===== config.mk =====
export PLATFORM = sky130hd
export DESIGN_NAME = fpst_ctrl
export DESIGN_NICKNAME = d
export VERILOG_FILES = /design/src/rtl/fpst_pkg.sv /design/src/rtl/fpst_ctrl.sv
export SDC_FILE = /design/constraint.sdc
export NUM_CORES = 1
export LEC_CHECK = 0
export ABC_AREA = 1
export BUFFER_PORTS_ARGS = -buffer_cell sky130_fd_sc_hd__clkbuf_2
export CORE_AREA = 4 4 41 43
export DETAILED_ROUTE_END_ITERATION = 8
export DIE_AREA = 0 0 45 47
export SETUP_SLACK_MARGIN = 0.1
export SLEW_MARGIN = 25
export SYNTH_ARGS = -nofsm -noshare
export SYNTH_HDL_FRONTEND = slang
export SYNTH_SLANG_ARGS = --single-unit

===== constraint.sdc =====
create_clock -name clock -period 1.2 [get_ports clock]
set_clock_uncertainty 0.2 [all_clocks]
set_input_delay 0.12 -clock clock [delete_from_list [all_inputs] [get_ports clock]]
set_output_delay 0.12 -clock clock [all_outputs]
set_load 0.03 [all_outputs]

===== src/rtl/fpst_pkg.sv =====
// shared widths, defaults and controller/datapath interface types
package fpst_pkg;

   localparam int POS_W          = 11;
   localparam int DELTA_W        = 16;
   localparam int SUM_W          = 32;
   localparam int TABLE_SIZE_DEF = 1024;

   typedef struct packed {
      logic clear;     // write zero at the sweep address and advance
      logic load;      // capture a new request beat
      logic step;      // read the entry at the walk pointer and advance it
      logic out_load;  // capture the final sum into the response register
   } cmd_type;

   typedef struct packed {
      logic clear_done;
      logic walk_done;
      logic is_query;
   } status_type;

endpackage


===== src/rtl/fpst_ctrl.sv =====
// controller state machine: clearing sweep, request acceptance, walk sequencing, response slot
module fpst_ctrl
   import fpst_pkg::*;
(
   input  logic       clock,
   input  logic       reset,
   input  logic       req_valid,
   output logic       req_stall,
   output logic       rsp_valid,
   input  logic       rsp_stall,
   input  status_type status,
   output cmd_type    cmd
);

   localparam logic [1:0] ST_CLEAR = 2'd0;
   localparam logic [1:0] ST_IDLE  = 2'd1;
   localparam logic [1:0] ST_WALK  = 2'd2;

   logic [1:0] state_ff, state_in;
   logic       rsp_valid_ff, rsp_valid_in;

   always_comb begin
      state_in     = state_ff;
      cmd          = '0;
      rsp_valid_in = rsp_valid_ff && rsp_stall;
      unique case (state_ff)
         ST_CLEAR: begin
            cmd.clear = 1'b1;
            if (status.clear_done) begin
               state_in = ST_IDLE;
            end
         end
         ST_IDLE: begin
            if (req_valid) begin
               cmd.load = 1'b1;
               state_in = ST_WALK;
            end
         end
         ST_WALK: begin
            if (!status.walk_done) begin
               cmd.step = 1'b1;
            end else if (!status.is_query) begin
               state_in = ST_IDLE;
            end else if (!rsp_valid_ff || !rsp_stall) begin
               // response slot free or draining this cycle
               cmd.out_load = 1'b1;
               rsp_valid_in = 1'b1;
               state_in     = ST_IDLE;
            end
         end
         default: begin
            state_in = ST_CLEAR;
         end
      endcase
   end

   always_ff @(posedge clock) begin
      if (reset) begin
         state_ff     <= ST_CLEAR;
         rsp_valid_ff <= 1'b0;
      end else begin
         state_ff     <= state_in;
         rsp_valid_ff <= rsp_valid_in;
      end
   end

   assign req_stall = (state_ff != ST_IDLE);
   assign rsp_valid = rsp_valid_ff;

endmodule


==> flow_metrics.env, run 1 <==
export IMPL_status="complete, but fails checks"
export IMPL_violations="negative setup slack"
export IMPL_critical_path_top_delay_family="flip-flops"
export IMPL_netlist_top_cell_by_area="dfxtp_1"
export IMPL_clk_latency_ns=0.23
export IMPL_pin_count=13
export IMPL_yosys_register_bits=3
export IMPL_max_slew_margin_rel_pct=88.65
export IMPL_drv_max_cap_violation_count=0
export IMPL_grt_start_max_net_pins=6
export IMPL_detail_route_vias_per_cell=3.892
export IMPL_postSynthAreaPerCell_um2=5.904
export IMPL_synth_simple_gate_area_share_pct=41.72
export IMPL_critPathArrivalTime_ns=1.06
export IMPL_placementRows=13
export IMPL_worst_r2r_endpoint="state_ff[1]"
export IMPL_timing_critical_path_depth=3
export IMPL_routed_wire_per_std_cell_um=8.946
export IMPL_post_route_worst_setup_slack_ns=-0.1836
export IMPL_overflow=0
export IMPL_r2r_worst_path_cells=8
export IMPL_setup_tns_ns=-0.6279
export IMPL_predominant_post_synthesis_flop_cell="dfxtp_1"
export IMPL_edff_count_synth=0
export IMPL_clock_path_buffers=2
export IMPL_netlist_area_um2=188.9
export IMPL_synth_seq_area_share_pct=31.79
export IMPL_post_synth_top_area_fraction_pct=31.79
export IMPL_grt_setup_unrepaired="yes"
export IMPL_critical_path_reg2reg_startpoint="state_ff[0]"
export IMPL_finalMaxSlewViolations=0
export IMPL_fin_nets=67
export IMPL_async_set_or_reset_flop_fraction_in_the_synthesized_netlist_pct=0
export IMPL_timing_critical_path_cells="nand4_1, a21oi_4, buf_8"
export IMPL_worst_setup_path_type="flip-flop to output port"
export IMPL_hold_path_class="primary input to flip-flop"
export IMPL_dr_first_iter_drc_count=3
export IMPL_complex_gate_fraction_of_the_synthesized_area_pct=10.60
export IMPL_core_box_area_um2=1301
export IMPL_crit_path_start="state_ff[1]"
export IMPL_critPathMaxFanout=5
export IMPL_synth_xor_area_share_pct=0
export IMPL_setup_violations=7
export IMPL_firstDrtPassIters=2
export IMPL_max_clock_freq_mhz=722.7
export IMPL_hold_violations=0
export IMPL_post_synth_top_count_cell="inv_1"
export IMPL_static_leakage_power_nw=0.2452
export IMPL_start_util_pct=14.52
export IMPL_worst_ep_required_time_ns=0.88
export IMPL_yosys_top_cells_count="7 x inv_1, 6 x nand2_1, 4 x a21oi_1, 4 x nand3_1"
export IMPL_antenna_found_initial=0
export IMPL_synth_area_top_cells="dfxtp_1 32%, inv_1 14%, nand2_1 12%"
export IMPL_cts_clk_slew_worst_paths_ns=0.04
export IMPL_worst_setup_path_endpoint="cmd[0]"
export IMPL_worst_path_bufs_invs=1
export IMPL_flow_area_growth_from_synthesis_pct=180.1
export IMPL_finalWeightedCongestion=0.6655
export IMPL_clock_buffer_count_from_cts=3
export IMPL_antenna_diode_count=0
export IMPL_yosys_cell_types_count=10
export IMPL_die_h_um=47
export IMPL_ant_nets=0
export IMPL_via_count=288
export IMPL_layout_worst_path_cycle_share_pct=115.3
export IMPL_first_global_vias=268
export IMPL_power_per_cell_area_nw_per_um2=1093
export IMPL_fraction_of_layout_instances_using_a_drive_strength_above_1_pct=72.88
export IMPL_die_width_um=45
export IMPL_synth_cells=32
export IMPL_worst_path_max_delay_cell="dfxtp_4"
export IMPL_fin_crit_ns=1.384
export IMPL_tritoncts="done"
export IMPL_synth_fp_nets=39
export IMPL_synth_yosys_warnings=0
export IMPL_critical_path_startpoint_type="flip-flop"
export IMPL_port_buffer_count=12
export IMPL_place_worst_setup_slack_ns=-0.01313
export IMPL_tightestPinTransition_ns=0.1697
export IMPL_cts_htree_levels=1
export IMPL_yosys_area_share_adder_pct=0
export IMPL_synth_top_family_by_area="simple AND/OR/NAND/NOR gates"
export IMPL_final_area_um2=529.3
export IMPL_groute_usage_overall_pct=7.024
export IMPL_rrSetupSlack_ns=-0.06
export IMPL_tritoncts_num_sinks=3
export IMPL_wirelength_um=662
export IMPL_power_ir_vdd_worst_mv=0.3413
export IMPL_clock_root_buffer="clkbuf_4"
export IMPL_detailed_place_area_um2=332.8
export IMPL_timing_critical_path_slowest_cell_delay_ns=0.37
export IMPL_drt_drc_violations_left=0
export IMPL_synth_mux_area_fraction_pct=0
export IMPL_hpwl_um=475.3
export IMPL_critPathCaptureType="output port"
export IMPL_design_die_area_um2=2115
export IMPL_grt_pass1_wl_um=1028
## metal layers
layer,vias up,global-route usage [%],share of wire [%]
met2,4,11.30,61
met3,0,3.831,5.6
met5,-,0,0
met4,0,5.263,0
met1,131,6.803,34
li1,153,-,-
## worst register-to-register path, delay by kind of cell (launching register included)
kind	cells	cell delay, ns
simple gates	5	0.37
flops	1	0.33
buf+inv	2	0.22
compound gates	1	0.05
## power by group
part	switching (mW)	internal [mW]	leakage, nW
clock network	0.0484	0.124	0.0150
registers	0.0106	0.108	0.0264
logic	0.133	0.154	0.204
## stage by stage
| stage | power (mW) | utilization (%) | instances | hold slack (ns) |
|---|---|---|---|---|
| floorplan | 0.2268 | - | 32 | -0.01835 |
| global placement | 0.2918 | 25.58 | 63 | 0.1206 |
| detailed placement | 0.2924 | 25.58 | 63 | 0.1253 |
| CTS | 0.5334 | 36.06 | 72 | 0.02991 |
| global route | 0.6129 | 40.67 | 74 | 0.05415 |
| finish | 0.5783 | 40.67 | 74 | 0.05092 |
## cell usage in the layout (no fill, tap or decap)
| master | instances |
|---|---|
| a21oi_1 | 1 |
| a21oi_2 | 2 |
| a21oi_4 | 1 |
| buf_4 | 4 |
| buf_6 | 5 |
| buf_8 | 5 |
| clkbuf_1 | 1 |
| clkbuf_2 | 6 |
| clkbuf_4 | 3 |
| clkbuf_8 | 1 |
| dfxtp_2 | 1 |
| dfxtp_4 | 2 |
| dlygate4sd3_1 | 2 |
| inv_1 | 4 |
| inv_2 | 4 |
| nand2_1 | 4 |
| nand2_2 | 2 |
| nand2_4 | 1 |
| nand3_1 | 2 |
| nand3_2 | 1 |
| nand3_4 | 1 |
| nand4_1 | 1 |
| nor2_1 | 1 |
| nor2_2 | 2 |
| nor2_4 | 2 |
## worst min-delay path by stage
stage | cells after the start | slack [ns] | startpoint | end
final | 3 | 0.05 | status[0] | rsp_valid
after floorplan | 1 | -0.02 | reset | rsp_valid
after global placement | 2 | 0.12 | reset | state_ff[0]
after CTS | 4 | 0.03 | req_valid | state_ff[0]
after global routing | 3 | 0.05 | status[0] | rsp_valid
after detailed placement | 2 | 0.13 | reset | state_ff[0]
## repair_timing
action                                  CTS  global route
endpoints found under the setup margin    8             8
buffers inserted                          3             2
hold buffers                              2             0
gates resized for setup                  18            16
pin swaps                                 3             4
hold endpoints to repair                  3             0
## area by class of cell
type,count,area [um2]
timing repair buffer,23,225.2
multi-input combinational,21,160.2
clock buffer,4,26.28
sequential,3,68.82
inverter,8,30.03
tap,15,18.77
fill,136,772.0
## state kept, by name (all words and copies together) (netlist names)
name       cells
state_ff       2
rsp_valid      1
## logic make-up after synthesis
family	count (synthesis)
buffers and inverters	8
AND/OR/NAND/NOR	17
flip-flops	3
AO/OA/AOI/OAI	4
Power figures use the tool's default switching activity.
==> run 2: changes to the inputs <==
Settings changed: ABC_AREA 1 to not set, CELL_PAD_IN_SITES_DETAIL_PLACEMENT set to 2, CELL_PAD_IN_SITES_GLOBAL_PLACEMENT set to 2, CTS_CLUSTER_DIAMETER set to 50, PLACE_DENSITY_LB_ADDON set to 0.1.
==> run 2 against run 1 <==
Effect of this change: the run still ends with negative setup slack left; synthesized area shrank 8.6%; sequential share of layout area grew 1.3 points; largest power group is now clock; largest cell class unchanged; clock-buffer cell count is the same; combinational power shrank 43%; critical path depth is the same; core utilization shrank 3.8 points; final area shrank 9.2%; setup slack lost 0.044 ns; maximum frequency shrank 3.1%; non-clock buffer count is the same; critical endpoint unchanged.
==> flow_metrics.env, run 2 <==
export IMPL_post_synth_top_count_cell="nor2_1"
export IMPL_detail_route_vias_per_cell=4.381
export IMPL_mostFrequentLayoutCell="buf_4"
export IMPL_setup_violations=7
export IMPL_groute_usage_overall_pct=10.02
export IMPL_tightestPinTransition_ns=0.2677
export IMPL_postSynthAreaPerCell_um2=8.222
export IMPL_die_width_um=45
export IMPL_pin_count=13
export IMPL_critPathArrivalTime_ns=1.11
export IMPL_violations="negative setup slack"
export IMPL_routed_wire_per_std_cell_um=15.00
export IMPL_port_buffer_count=12
export IMPL_max_slew_margin_rel_pct=82.13
export IMPL_post_route_worst_setup_slack_ns=-0.2272
export IMPL_clock_root_buffer="clkbuf_4"
export IMPL_edff_count_synth=0
export IMPL_largest_reg_flops=2
export IMPL_wirelength_um=945
export IMPL_drt_drc_violations_left=0
export IMPL_registers_top_by_ff_count="state_ff"
export IMPL_predominant_post_synthesis_flop_cell="dfxtp_1"
export IMPL_tritoncts_num_sinks=3
export IMPL_fin_nets=56
export IMPL_finalWeightedCongestion=0.6240
export IMPL_clk_latency_ns=0.23
export IMPL_drv_max_cap_violation_count=0
export IMPL_tritoncts="done"
export IMPL_multiInputGateArea_um2=153.9
export IMPL_grt_start_max_net_pins=6
export IMPL_post_layout_nonfiller_instances=63
export IMPL_grt_setup_unrepaired="yes"
export IMPL_yosys_top_cells_count="4 x nor2_1, 3 x a21oi_1, 3 x dfxtp_1"
export IMPL_filler_cell_count=149
export IMPL_core_box_area_um2=1301
export IMPL_placed_cells=51
export IMPL_worst_ep_required_time_ns=0.88
export IMPL_netlist_area_um2=172.7
export IMPL_synth_area_top_cells="dfxtp_1 35%, a21oi_1 8.7%, nor2_1 8.7%"
export IMPL_power_ir_vdd_worst_mv=0.4440
export IMPL_fraction_of_layout_instances_using_a_drive_strength_above_1_pct=77.08
export IMPL_grt_pass1_wl_um=1414
export IMPL_clock_path_buffers=2
export IMPL_worst_setup_path_type="flip-flop to output port"
export IMPL_placementRows=13
export IMPL_layout_worst_path_cycle_share_pct=118.9
export IMPL_worst_path_max_delay_cell="dfxtp_2"
export IMPL_async_set_or_reset_flop_fraction_in_the_synthesized_netlist_pct=0
export IMPL_design_die_area_um2=2115
export IMPL_synth_yosys_warnings=0
export IMPL_hold_path_class="primary input to flip-flop"
export IMPL_timing_critical_path_cells="nand4b_1, a21oi_4, buf_8"
export IMPL_clock_buffer_count_from_cts=3
export IMPL_fin_util_pct=36.92
export IMPL_timing_critical_path_slowest_cell_delay_ns=0.31
export IMPL_dr_first_iter_drc_count=3
export IMPL_cts_htree_levels=1
export IMPL_critPathMaxFanout=3
export IMPL_die_h_um=47
export IMPL_rrSetupSlack_ns=-0.12
export IMPL_post_synth_top_area_fraction_pct=34.78
export IMPL_yosys_register_bits=3
export IMPL_sequential_cell_area_um2=68.82
export IMPL_layout_common_cells="8 x buf_4, 6 x clkbuf_2, 4 x buf_8"
export IMPL_static_leakage_power_nw=0.2084
export IMPL_ant_nets=0
export IMPL_flow_area_growth_from_synthesis_pct=178.3
export IMPL_fin_crit_ns=1.427
export IMPL_synth_seq_area_share_pct=34.78
export IMPL_cts_clk_slew_worst_paths_ns=0.04
export IMPL_hpwl_um=617.9
export IMPL_status="complete, but fails checks"
export IMPL_power_per_cell_area_nw_per_um2=933.5
export IMPL_start_util_pct=13.27
export IMPL_total_power_mw=0.4485
export IMPL_synth_cells=21
export IMPL_firstDrtPassIters=2
export IMPL_max_clock_freq_mhz=700.7
export IMPL_yosys_cell_types_count=13
export IMPL_finalMaxSlewViolations=0
export IMPL_via_count=276
export IMPL_critical_path_startpoint_type="flip-flop"
export IMPL_overflow=0
export IMPL_antenna_found_initial=0
export IMPL_synth_fp_nets=28
export IMPL_hold_violations=0
export IMPL_netlist_top_cell_by_area="dfxtp_1"
export IMPL_critPathCaptureType="output port"
export IMPL_first_global_vias=319
export IMPL_antenna_diode_count=0
[run 2: changes by cell type after synthesis, moves of 2 or more]
cell and change:
nand3_1 -3, nor2_2 -2, nand2_1 -5, inv_1 -5
[run 2: metal layers]
metal	global-route usage, %	vias to the layer above	part of all wire, %
li1	-	130	-
met1	9.729	130	31
met2	19.49	12	59
met3	2.299	4	5.2
met4	5.263	0	4.4
met5	0	-	0
[run 2: layout make-up]
type,count,share of cell area (%)
Inverter,2,1.562
Clock buffer,4,5.469
Multi-Input combinational cell,16,32.03
Sequential cell,3,14.32
Tap cell,15,3.906
Timing Repair Buffer,23,42.71
[run 2: power by group]
part	switching [mW]	internal [mW]
Sequential	0.00522	0.104
Combinational	0.0767	0.0865
Clock	0.0519	0.125
[run 2: kinds of logic (layout without fill, tap and decap cells)]
group / Yosys count / in the layout / synth area share (%)
AND/OR/NAND/NOR: 9 / 9 / 30.43
AO/OA/AOI/OAI: 6 / 6 / 23.91
flip-flops: 3 / 3 / 34.78
buffers and inverters: 2 / 29 / 4.349
multiplexers: 1 / 1 / 6.521
[run 2: path summary, 6_finish.rpt]
| kind | start | end | depth (start not counted) |
|---|---|---|---|
| setup / recovery | state_ff[0] | cmd[0] | 3 |
| hold / removal | rsp_stall | rsp_valid | 3 |
| setup reg to reg | state_ff[1] | state_ff[0] | 4 |
| hold reg to reg | rsp_valid | rsp_valid | 2 |
[run 2: repair_timing]
item | in CTS | in global routing
hold endpoints to repair | 2 | 0
resized for setup | 17 | 7
hold buffers | 3 | 0
setup endpoints to repair | 9 | 9
setup buffers | 3 | 5
pin swaps | 2 | 2
[run 2: stage by stage]
| stage | hold slack, ns | instance area (um2) | setup TNS, ns | setup slack [ns] |
|---|---|---|---|---|
| finish | 0.03258 | 480.5 | -0.7903 | -0.2272 |
| global placement | 0.1234 | 307.8 | -0.03802 | -0.03802 |
| CTS | 0.01803 | 450.4 | -0.9349 | -0.2607 |
| floorplan | -0.02064 | 206.4 | 0 | 0.04647 |
| detailed placement | 0.1233 | 307.8 | -0.1036 | -0.06015 |
| global route | 0.04632 | 480.5 | -1.131 | -0.2740 |
[run 2: worst max-delay path: cells and delay by family, from the launching register on]
kind,cells,cell delay (ns)
flops,1,0.31
simple gates,1,0.24
compound gates,1,0.18
buf+inv,1,0.14
==> run 3: changes to the inputs <==
Settings changed: PLACE_DENSITY set to 0.54, PLACE_DENSITY_LB_ADDON 0.1 to not set.
==> run 3 against run 2 <==
Effect of this change: largest power group unchanged; sequential cell count is the same; die area is the same; non-clock buffer count shrank 7; via count shrank 13%; highest routed layer is now met3; the flow still finishes with violations (negative setup slack).
==> flow_metrics.env, run 3 (synthesis gave the netlist of run 2 again) <==
export IMPL_status="complete, but fails checks"
export IMPL_violations="negative setup slack"
export IMPL_start_util_pct=13.27
export IMPL_critical_path_top_delay_family="flip-flops"
export IMPL_routed_wire_per_std_cell_um=12.98
export IMPL_first_global_vias=277
export IMPL_critical_path_reg2reg_startpoint="state_ff[1]"
export IMPL_wirelength_um=727
export IMPL_layout_worst_path_cycle_share_pct=117.8
export IMPL_mostFrequentLayoutCell="clkbuf_2"
export IMPL_min_delay_worst_endpoint="rsp_valid"
export IMPL_via_count=239
export IMPL_worst_path_max_delay_cell="dfxtp_2"
export IMPL_static_leakage_power_nw=0.1731
export IMPL_filler_cell_count=149
export IMPL_flow_area_growth_from_synthesis_pct=144.2
export IMPL_timing_critical_path_cells="nand4b_1, a21oi_4, buf_8"
export IMPL_critPathMaxFanout=4
export IMPL_post_route_worst_setup_slack_ns=-0.2138
export IMPL_worst_setup_path_type="flip-flop to output port"
export IMPL_core_box_area_um2=1301
export IMPL_grt_setup_unrepaired="yes"
export IMPL_finalMaxSlewViolations=0
export IMPL_dr_first_iter_drc_count=1
export IMPL_fin_crit_ns=1.414
export IMPL_clock_root_buffer="clkbuf_4"
export IMPL_die_width_um=45
export IMPL_max_clock_freq_mhz=707.3
export IMPL_die_h_um=47
export IMPL_drt_drc_violations_left=0
export IMPL_power_per_cell_area_nw_per_um2=992.6
export IMPL_worst_r2r_endpoint="state_ff[0]"
export IMPL_antenna_diode_count=0
export IMPL_finalWeightedCongestion=0.6139
export IMPL_registers_top_by_ff_count="state_ff"
export IMPL_grt_start_max_net_pins=6
export IMPL_grt_pass1_wl_um=1228
export IMPL_timing_critical_path_slowest_cell_delay_ns=0.32
export IMPL_r2r_worst_path_cells=3
export IMPL_placed_cells=49
export IMPL_detail_route_vias_per_cell=4.268
export IMPL_power_ir_vdd_worst_mv=0.4314
export IMPL_post_layout_nonfiller_instances=56
export IMPL_pin_count=13
export IMPL_tritoncts_num_sinks=3
export IMPL_fraction_of_layout_instances_using_a_drive_strength_above_1_pct=68.29
export IMPL_tritoncts="done"
export IMPL_critPathCaptureType="output port"
export IMPL_port_buffer_count=12
export IMPL_worst_hold_startpoint="rsp_stall"
export IMPL_clk_latency_ns=0.23
export IMPL_max_slew_margin_rel_pct=84.47
export IMPL_clock_path_buffers=2
export IMPL_setup_violations=6
export IMPL_groute_usage_overall_pct=8.675
export IMPL_ant_nets=0
export IMPL_cts_htree_levels=1
export IMPL_critPathArrivalTime_ns=1.09
export IMPL_largest_reg_flops=2
export IMPL_hold_path_class="primary input to flip-flop"
export IMPL_worst_ep_required_time_ns=0.88
export IMPL_overflow=0
export IMPL_layout_common_cells="6 x clkbuf_2, 4 x buf_8, 3 x clkbuf_4, 3 x dlygate4sd3_1"
export IMPL_firstDrtPassIters=3
export IMPL_timing_hold_ws_ns=0.01774
export IMPL_drv_max_cap_violation_count=0
export IMPL_rrSetupSlack_ns=-0.01
export IMPL_antenna_found_initial=0
export IMPL_final_area_um2=421.7
export IMPL_clock_buffer_count_from_cts=3
export IMPL_place_worst_setup_slack_ns=-0.03699
export IMPL_cts_clk_slew_worst_paths_ns=0.04
export IMPL_fin_util_pct=32.40
export IMPL_placementRows=13
export IMPL_detailed_place_area_um2=292.8
export IMPL_tightestPinTransition_ns=0.2325
export IMPL_number_of_setup_buffers_added_after_cts=0
export IMPL_critical_path_startpoint_type="flip-flop"
export IMPL_fin_nets=49
export IMPL_hold_violations=0
export IMPL_worst_path_bufs_invs=1
export IMPL_whs_path_depth=3
export IMPL_design_die_area_um2=2115
==> run 3: how the worst max path moves through the flow <==
stage / endpoint / start / slack, ns / depth (start not counted)
finish: cmd[0] / state_ff[0] / -0.21 / 3
global route: cmd[0] / state_ff[0] / -0.28 / 3
CTS: cmd[0] / state_ff[0] / -0.25 / 3
detailed placement: cmd[0] / state_ff[0] / -0.04 / 3
global placement: cmd[0] / state_ff[0] / -0.03 / 3
floorplan: state_ff[1] / state_ff[1] / 0.05 / 3
==> run 3: layout make-up <==
| class | count | area [um2] | area share, % |
|---|---|---|---|
| Inverter | 2 | 7.507 | 1.780 |
| Timing Repair Buffer | 16 | 152.6 | 36.20 |
| Sequential cell | 3 | 68.82 | 16.32 |
| Clock buffer | 4 | 26.28 | 6.231 |
| Tap cell | 15 | 18.77 | 4.451 |
| Multi-Input combinational cell | 16 | 147.6 | 35.01 |
==> run 3: metrics by stage <==
stage / power (mW) / setup TNS [ns]
global route: 0.4539 / -0.8898
CTS: 0.4140 / -0.7244
floorplan: 0.1690 / 0
detailed placement: 0.2072 / -0.06228
global placement: 0.2049 / -0.05061
finish: 0.4185 / -0.5881
==> run 3: timing repair <==
item / in CTS / in global routing
hold buffers: 3 / 0
endpoints found under the setup margin: 7 / 9
resized for setup: 13 / 8
hold endpoints to repair: 2 / 0
gates cloned: 0 / 0
==> run 3: power by group <==
| group | internal (mW) | switching (mW) | total [mW] |
|---|---|---|---|
| registers | 0.104 | 0.00731 | 0.111 |
| clock network | 0.125 | 0.0506 | 0.175 |
| logic | 0.0668 | 0.0656 | 0.132 |
| total | 0.295 | 0.124 | 0.419 |
==> run 3: worst register-to-register path: cells and delay by family (launching register included) <==
kind	cells	cell delay, ns
multiplexers	1	0.31
flip-flops	1	0.38
AO/OA/AOI/OAI	2	0.19
==> run 3: layer usage <==
layer,wire length (um),vias up,GRT usage (%)
met5,0,-,0
met4,0,0,5.263
met3,69,0,4.981
met2,400,9,14.69
met1,258,114,8.145
li1,-,116,-
